`config.mk`:
```
export PLATFORM = sky130hd
export DESIGN_NAME = small_key_value_table
export DESIGN_NICKNAME = d
export VERILOG_FILES = /design/src/rtl/skvt_pkg.sv /design/src/rtl/skvt_cell.sv /design/src/rtl/small_key_value_table.sv
export SDC_FILE = /design/constraint.sdc
export NUM_CORES = 2
export LEC_CHECK = 0
export ABC_AREA = 1
export BUFFER_PORTS_ARGS = -buffer_cell sky130_fd_sc_hd__clkbuf_2
export CAP_MARGIN = 30
export CORE_ASPECT_RATIO = 1.1
export CORE_MARGIN = 5
export CORE_UTILIZATION = 35
export CTS_BUF_LIST = sky130_fd_sc_hd__clkbuf_4 sky130_fd_sc_hd__clkbuf_8
export DETAILED_ROUTE_END_ITERATION = 6
export PLACE_DENSITY = 0.53
export SLEW_MARGIN = 5
export SYNTH_ARGS = -nofsm -noshare
export SYNTH_HDL_FRONTEND = slang
export SYNTH_SLANG_ARGS = --single-unit
export TNS_END_PERCENT = 1
```
`constraint.sdc`:
```
create_clock -name clk -period 17.84 [get_ports clk]
set_clock_uncertainty 0.15 [all_clocks]
set_input_delay 0.892 -clock clk [delete_from_list [all_inputs] [get_ports clk]]
set_output_delay 0.892 -clock clk [all_outputs]
set_load 0.005 [all_outputs]
```
`src/rtl/skvt_pkg.sv`:
```
// Shared types, codes and constants for the small key/value table.
`default_nettype none

package skvt_pkg;

    // Default number of key/value slots.
    localparam int DEFAULT_CAPACITY = 16;

    // Field widths of the item payloads.
    localparam int KEY_W   = 32;
    localparam int VALUE_W = 32;
    localparam int COUNT_W = 5;
    localparam int IN_DATA_W  = 64;
    localparam int OUT_DATA_W = 48;

    // Value reported when no stored value is returned (-999).
    localparam logic [VALUE_W-1:0] MISS_VALUE = 32'hFFFF_FC19;

    // Operation codes carried in the input tuser.
    typedef enum logic [1:0] {
        KIND_LOOKUP = 2'd0,
        KIND_INSERT = 2'd1,
        KIND_DELETE = 2'd2,
        KIND_SPARE  = 2'd3
    } kind_t;

    // Result status codes.
    typedef enum logic [1:0] {
        STAT_DONE       = 2'd0,
        STAT_INS_FULL   = 2'd1,
        STAT_INS_DUP    = 2'd2,
        STAT_DEL_ABSENT = 2'd3
    } status_t;

    // Update commands broadcast to every cell of the chain.
    typedef struct packed {
        logic ins;  // append the operation key/value at the first free cell
        logic del;  // delete hit: cells at and above the match take their upper neighbor
    } ctl_t;

endpackage : skvt_pkg

`default_nettype wire

```
`src/rtl/skvt_cell.sv`:
```
// One slot of the key/value chain: stored pair, match logic and neighbor hand-off.
`default_nettype none

module skvt_cell
    import skvt_pkg::*;
(
    input  wire logic               clk,
    input  wire logic               rst_n,
    input  wire ctl_t               ctl,
    input  wire logic [KEY_W-1:0]   op_key,
    input  wire logic [VALUE_W-1:0] op_value,
    input  wire logic               lower_valid,
    input  wire logic [KEY_W-1:0]   upper_key,
    input  wire logic [VALUE_W-1:0] upper_value,
    input  wire logic               upper_valid,
    input  wire logic               hit_in,
    output logic                    hit_out,
    input  wire logic [VALUE_W-1:0] rdval_in,
    output logic [VALUE_W-1:0]      rdval_out,
    output logic [KEY_W-1:0]        key,
    output logic [VALUE_W-1:0]      value,
    output logic                    valid
);

    logic [KEY_W-1:0]   key_reg;
    logic [KEY_W-1:0]   key_next;
    logic [VALUE_W-1:0] value_reg;
    logic [VALUE_W-1:0] value_next;
    logic               valid_reg;
    logic               valid_next;
    logic               match;

    // Compare against the operation key; keys are distinct so at most one cell matches.
    assign match     = valid_reg && (key_reg == op_key);
    assign hit_out   = hit_in | match;
    assign rdval_out = rdval_in | (match ? value_reg : '0);

    // Next contents: shift down on a delete at or below this slot, fill on insert.
    always_comb
    begin
        key_next   = key_reg;
        value_next = value_reg;
        valid_next = valid_reg;
        if (ctl.del && hit_out)
        begin
            key_next   = upper_key;
            value_next = upper_value;
            valid_next = upper_valid;
        end
        else if (ctl.ins && !valid_reg && lower_valid)
        begin
            key_next   = op_key;
            value_next = op_value;
            valid_next = 1'b1;
        end
    end

    // Occupancy flag is control state and is cleared by reset.
    always_ff @(posedge clk or negedge rst_n)
    begin
        if (!rst_n)
        begin
            valid_reg <= 1'b0;
        end
        else
        begin
            valid_reg <= valid_next;
        end
    end

    // Stored pair needs no reset; it is only read while the slot is valid.
    always_ff @(posedge clk)
    begin
        key_reg   <= key_next;
        value_reg <= value_next;
    end

    assign key   = key_reg;
    assign value = value_reg;
    assign valid = valid_reg;

endmodule : skvt_cell

`default_nettype wire

```
`src/rtl/small_key_value_table.sv`:
```
// Top level of the small key/value table: a chain of slot cells and an output register.
//
//  Channel  | Direction | Handshake               | Payload
//  s_axis   | in        | tvalid / tready         | tuser: kind; tdata: key, value_in
//  m_axis   | out       | tvalid / tready         | tdata: found, value_out, status,
//           |           |                         |        entry_count, is_full
//
// One item per clock while the output is not stalled: the key is compared in every cell at once and
// the chain is updated at the accepting edge, where the result is also loaded into the output register.
// The match / shift-down chain through all CAPACITY cells sets the cycle time.
// Reset clears the slot valid bits, the pair count and the output valid; no clearing pass.
// s_axis_tready is low only while a result waits in the output register with m_axis_tready low.
`default_nettype none

module small_key_value_table
    import skvt_pkg::*;
#(
    parameter int CAPACITY = DEFAULT_CAPACITY
)
(
    input  wire logic                  clk,
    input  wire logic                  rst_n,
    input  wire logic                  s_axis_tvalid,
    output logic                       s_axis_tready,
    input  wire logic [IN_DATA_W-1:0]  s_axis_tdata,  // [31:0] key, [63:32] value_in
    input  wire logic [1:0]            s_axis_tuser,  // [1:0] kind
    output logic                       m_axis_tvalid,
    input  wire logic                  m_axis_tready,
    output logic [OUT_DATA_W-1:0]      m_axis_tdata   // [0] found, [32:1] value_out,
                                                      // [34:33] status, [39:35] entry_count,
                                                      // [40] is_full, [47:41] zero
);

    localparam int CNT_W = $clog2(CAPACITY + 1);

    logic [CNT_W-1:0]      count_reg;
    logic [CNT_W-1:0]      count_next;
    logic                  out_valid_reg;
    logic                  out_valid_next;
    logic [OUT_DATA_W-1:0] out_data_reg;
    logic [OUT_DATA_W-1:0] out_data_next;

    logic [KEY_W-1:0]   op_key;
    logic [VALUE_W-1:0] op_value;
    kind_t              kind;
    logic               is_ins;
    logic               is_del;
    logic               accept;
    logic               full;
    logic               any_hit;
    logic [VALUE_W-1:0] hit_value;
    ctl_t               ctl;
    status_t            status;
    logic [VALUE_W-1:0] value_out;
    logic [CNT_W-1:0]   count_after;

    // Chain wiring between neighboring cells.
    logic               hit_chain   [CAPACITY+1];
    logic [VALUE_W-1:0] rdval_chain [CAPACITY+1];
    logic [KEY_W-1:0]   cell_key    [CAPACITY+1];
    logic [VALUE_W-1:0] cell_value  [CAPACITY+1];
    logic               cell_valid  [CAPACITY+1];
    logic               low_valid   [CAPACITY];

    assign op_key   = s_axis_tdata[KEY_W-1:0];
    assign op_value = s_axis_tdata[KEY_W+VALUE_W-1:KEY_W];
    assign kind     = kind_t'(s_axis_tuser);

    // Operation decode; the spare code behaves as a lookup.
    always_comb
    begin
        is_ins = 1'b0;
        is_del = 1'b0;
        unique case (kind)
            KIND_INSERT: is_ins = 1'b1;
            KIND_DELETE: is_del = 1'b1;
            default:     ;
        endcase
    end

    assign accept  = s_axis_tvalid && s_axis_tready;
    assign full    = (count_reg == CNT_W'(CAPACITY));
    assign any_hit = hit_chain[CAPACITY];
    assign hit_value = rdval_chain[CAPACITY];

    assign ctl.ins = accept && is_ins && !any_hit && !full;
    assign ctl.del = accept && is_del && any_hit;

    // Chain ends: nothing below the first cell, an empty slot above the last.
    assign hit_chain[0]         = 1'b0;
    assign rdval_chain[0]       = '0;
    assign cell_key[CAPACITY]   = '0;
    assign cell_value[CAPACITY] = '0;
    assign cell_valid[CAPACITY] = 1'b0;

    // Row of slot cells, each handing its pair to the cell below on a delete.
    for (genvar i = 0; i < CAPACITY; i++)
    begin : g_cell
        if (i == 0)
        begin : g_first
            assign low_valid[i] = 1'b1;
        end
        else
        begin : g_rest
            assign low_valid[i] = cell_valid[i-1];
        end

        skvt_cell u_cell (
            .clk         (clk),
            .rst_n       (rst_n),
            .ctl         (ctl),
            .op_key      (op_key),
            .op_value    (op_value),
            .lower_valid (low_valid[i]),
            .upper_key   (cell_key[i+1]),
            .upper_value (cell_value[i+1]),
            .upper_valid (cell_valid[i+1]),
            .hit_in      (hit_chain[i]),
            .hit_out     (hit_chain[i+1]),
            .rdval_in    (rdval_chain[i]),
            .rdval_out   (rdval_chain[i+1]),
            .key         (cell_key[i]),
            .value       (cell_value[i]),
            .valid       (cell_valid[i])
        );
    end

    // Result status for the accepted item.
    always_comb
    begin
        status = STAT_DONE;
        if (is_ins && any_hit)
        begin
            status = STAT_INS_DUP;
        end
        else if (is_ins && full)
        begin
            status = STAT_INS_FULL;
        end
        else if (is_del && !any_hit)
        begin
            status = STAT_DEL_ABSENT;
        end
    end

    assign value_out = (!is_ins && !is_del && any_hit) ? hit_value : MISS_VALUE;

    // Pair count follows the cell updates.
    always_comb
    begin
        count_after = count_reg;
        if (ctl.ins)
        begin
            count_after = count_reg + CNT_W'(1);
        end
        else if (ctl.del)
        begin
            count_after = count_reg - CNT_W'(1);
        end
    end

    assign count_next = count_after;

    // Output register: loads on accept, empties when the item is taken.
    assign s_axis_tready = !out_valid_reg || m_axis_tready;

    always_comb
    begin
        out_valid_next = out_valid_reg;
        out_data_next  = out_data_reg;
        if (accept)
        begin
            out_valid_next = 1'b1;
            out_data_next  = {7'b0,
                              (count_after == CNT_W'(CAPACITY)),
                              COUNT_W'(count_after),
                              status,
                              value_out,
                              any_hit};
        end
        else if (m_axis_tready)
        begin
            out_valid_next = 1'b0;
        end
    end

    always_ff @(posedge clk or negedge rst_n)
    begin
        if (!rst_n)
        begin
            count_reg     <= '0;
            out_valid_reg <= 1'b0;
        end
        else
        begin
            count_reg     <= count_next;
            out_valid_reg <= out_valid_next;
        end
    end

    always_ff @(posedge clk)
    begin
        out_data_reg <= out_data_next;
    end

    assign m_axis_tvalid = out_valid_reg;
    assign m_axis_tdata  = out_data_reg;

endmodule : small_key_value_table

`default_nettype wire

```
==> impl_metrics.yaml <==
global_route:
  grt_overflow: 0
  antenna_found_initial: 9
  grt_start_max_net_pins: 107
  grt_pass1_wl_um: 358000
  track_usage: 0.276
  grt_pass1_vias: 48643
yosys:
  synth_top_cell_area_share: 0.506
  ys_seq_elements: 1087
  synthAdderAreaFrac: 0.000843
  synth_top_family_by_area: "simple AND/OR/NAND/NOR gates"
  synthXorXnorAreaFrac: 0.0221
  synth_edf_count: 1001
  synthFlopType: "edfxtp_1"
  yosys.area_share.simple: 0.179
  syn_area_um2: 59400
  synthCells: 6642
  ys_top_cells_by_area: "edfxtp_1 (51%), nand2_1 (10%), inv_1 (6.0%)"
  yosysTopAreaCell: "edfxtp_1"
  yosys_warnings: 0
  synth_common_cells: "nand2_1 (1604), edfxtp_1 (1001), inv_1 (947)"
  synth_compound_area_frac: 0.128
  async_reset_ff_frac: 0.0202
  synthMuxAreaShare: 0.0311
  synth_area_per_cell_um2: 8.94
  yosysMostFrequentCell: "nand2_1"
  yosysSeqAreaShare: 0.537
  synthDistinctLibCells: 64
flow_run:
  drv_cap: 0
timing:
  tightest_slew_ns: 0.993
  final-hold-violation-count: 0
  hold_ws_ns: 0.244
  setup-tns-final_ns: 0
  relSlewSlack: 0.337
  grt_setup_unrepaired: "no"
  fmax_ghz: 0.144
  drv_slew: 0
  finalCritPeriodShare: 0.390
  setup_viol: 0
  period_needed_ns: 6.96
layout:
  nFillCells: 16882
  syn2layout_area_growth_pct: 11.6
  layout.nets: 6746
  drive_gt1_frac: 0.116
  finalInstanceArea_um2: 66300
  regArea_um2: 31900
  final_cells: 9091
  multi_input_area_um2: 21800
clock_tree:
  clk_path_buf_depth: 3
  ctsResizeCount: 0
  clock_sink_count: 1087
  numCtsBuffers: 198
  cts_max_level: 4
  worstSkewPairLatency_ns: 0.96
  root_buffer: "clkbuf_8"
  cts_tree: "done"
  clk_pin_slew_worst_paths_ns: 0.06
setup_path:
  required_ns: 18.25
  r2r_setup_slack_ns: 11.51
  cp_max_fo: 59
  worst_r2r_endpoint: "g_cell[13].u_cell.value[23]"
  worst_setup_path_start_kind: "input pin"
  arrival_ns: 7.37
  reg2reg_depth: 20
  endpoint: "g_cell[13].u_cell.value[23]"
  worstReg2RegStart: "g_cell[6].u_cell.key[14]"
  setup.worst_path.start: "s_axis_tdata[13]"
  critPathKind: "input pin to register"
  crit_path_end_kind: "register"
place:
  post_dp_cell_area_um2: 61800
  place_hpwl_um: 169000
  portBuffers: 112
  dp_cells: 8706
  gp_congestion: 0.978
drt:
  drtIter0Drc: 6401
  first_pass_iters: 7
  vias_per_cell: 5.57
  routed_wl_um: 255000
  num_vias: 50645
  post_drt_wl_per_cell_um: 28.1
  drc: 0
  drtAntennaViolNets: 0
floorplan:
  core-area_um2: 169000
  die_w_um: 403
  rows: 158
  dieArea_um2: 178000
  chipHeight_um: 442
  ioPinCount: 120
  start_util: 0.352
power_and_ir_drop:
  clockPowerShare: 0.430
  power_density_nw_per_um2: 92.0
  comb_power_share: 0.088
  p_leak_uw: 0.0276
  ir_drop_mv: 0.0636
  net-switching-power_uw: 1640
  swShare: 0.269
  sequentialPowerShare: 0.482
  internal_power_uw: 4460
worst_hold_path:
  min_path_type: "input pin to register"
outcome:
  outcome: "complete, no violations"
## through the flow
| stage | total power (µW) | worst slack [ns] | util |
|---|---|---|---|
| floorplan | 3270 | 9.35 | - |
| finish | 6100 | 10.88 | 0.393 |
| global placement | 3510 | 10.09 | 0.366 |
| CTS | 6130 | 11.11 | 0.392 |
| detailed placement | 3520 | 10.10 | 0.367 |
| global route | 6310 | 10.77 | 0.393 |
## worst min path at each step
stage / startpoint / end / slack [ns] / depth (start not counted)
floorplan: g_cell[0].u_cell.valid / g_cell[0].u_cell.valid / 0.34 / 2
detailed placement: g_cell[15].u_cell.key[17] / g_cell[15].u_cell.key[17] / 0.36 / 2
finish: s_axis_tdata[35] / g_cell[15].u_cell.value[3] / 0.24 / 3
global route: s_axis_tdata[36] / g_cell[15].u_cell.value[4] / 0.22 / 3
CTS: s_axis_tdata[36] / g_cell[15].u_cell.value[4] / 0.15 / 3
global placement: m_axis_tvalid / m_axis_tvalid / 0.35 / 2
## worst max-delay path, stage by stage
cell and delay, ns:
clkbuf_2 0.07, buf_4 0.49, inv_2 0.50, nand2_1 0.19, o21ai_0 0.11, nor2_1 0.12, nand2_1 0.08, nor4_1 0.30
nand3_1 0.17, nor2_2 0.16, buf_4 0.31, inv_2 0.42, nand4_4 0.27, nor2_1 0.07, nand4_2 0.15, nor2_4 0.07
nand3_4 0.17, nand2_4 0.19, inv_4 0.48, nand2_4 0.66, o31ai_4 0.20, buf_4 0.49, buf_4 0.61
## kinds of logic after synthesis
kind of cell	Yosys count
and+or+nand+nor	2456
buffers and inverters	1418
AOI/OAI and AO/OA	1362
DFF	1087
muxes	164
xor gates and xnor gates	150
adders and majority gates	4
other	1
## power groups by stage
| stage | clock [µW] | combinational, µW | sequential [µW] |
|---|---|---|---|
| 2_1_floorplan | 0 | 311 | 2960 |
| 3_3_place_gp | 0 | 521 | 2990 |
| 3_5_place_dp | 0 | 526 | 2990 |
| 4_1_cts | 2670 | 528 | 2940 |
| 5_1_grt | 2790 | 577 | 2940 |
| 6_report | 2620 | 537 | 2940 |
## layout make-up
cell class / count / share of cell area
flip-flops and latches: 1087 / 0.481
clock inverters: 93 / 0.0126
inverters: 981 / 0.0556
clock buffers: 281 / 0.0528
repair buffers: 261 / 0.0268
diodes: 5 / 0.000189
well taps: 2240 / 0.0423
multi-input cells: 4143 / 0.328
## layer usage
metal	wire (µm)	vias up	GRT usage
met5	13	-	0
met4	15200	2	0.143
met3	22100	667	0.0514
met2	120000	2888	0.457
met1	98200	24425	0.343
li1	-	22663	-
## layout by cell type, fill, tap and decap left out, types with 31 or more instances in the layout
master and count:
nand3_1 87, o22ai_1 140, nor2_1 304, nor3_1 54
inv_2 31, a221oi_1 87, inv_1 944, clkinv_1 39
edfxtp_1 1001, nand2_1 1597, buf_4 141, xor2_1 83
clkbuf_8 222, nor4_1 98, mux2_2 70, o21ai_1 312
dfxtp_1 64, mux2_1 94, clkbuf_4 59, o21ai_0 629
clkbuf_2 112, a21oi_1 105, nand4_1 188, xnor2_1 67
## what timing repair did
item                      in CTS  in global routing
buffers inserted               0                  0
hold buffers                   3                  0
hold endpoints to repair      10                  0
No activity file was read; power rests on OpenSTA's default activity.
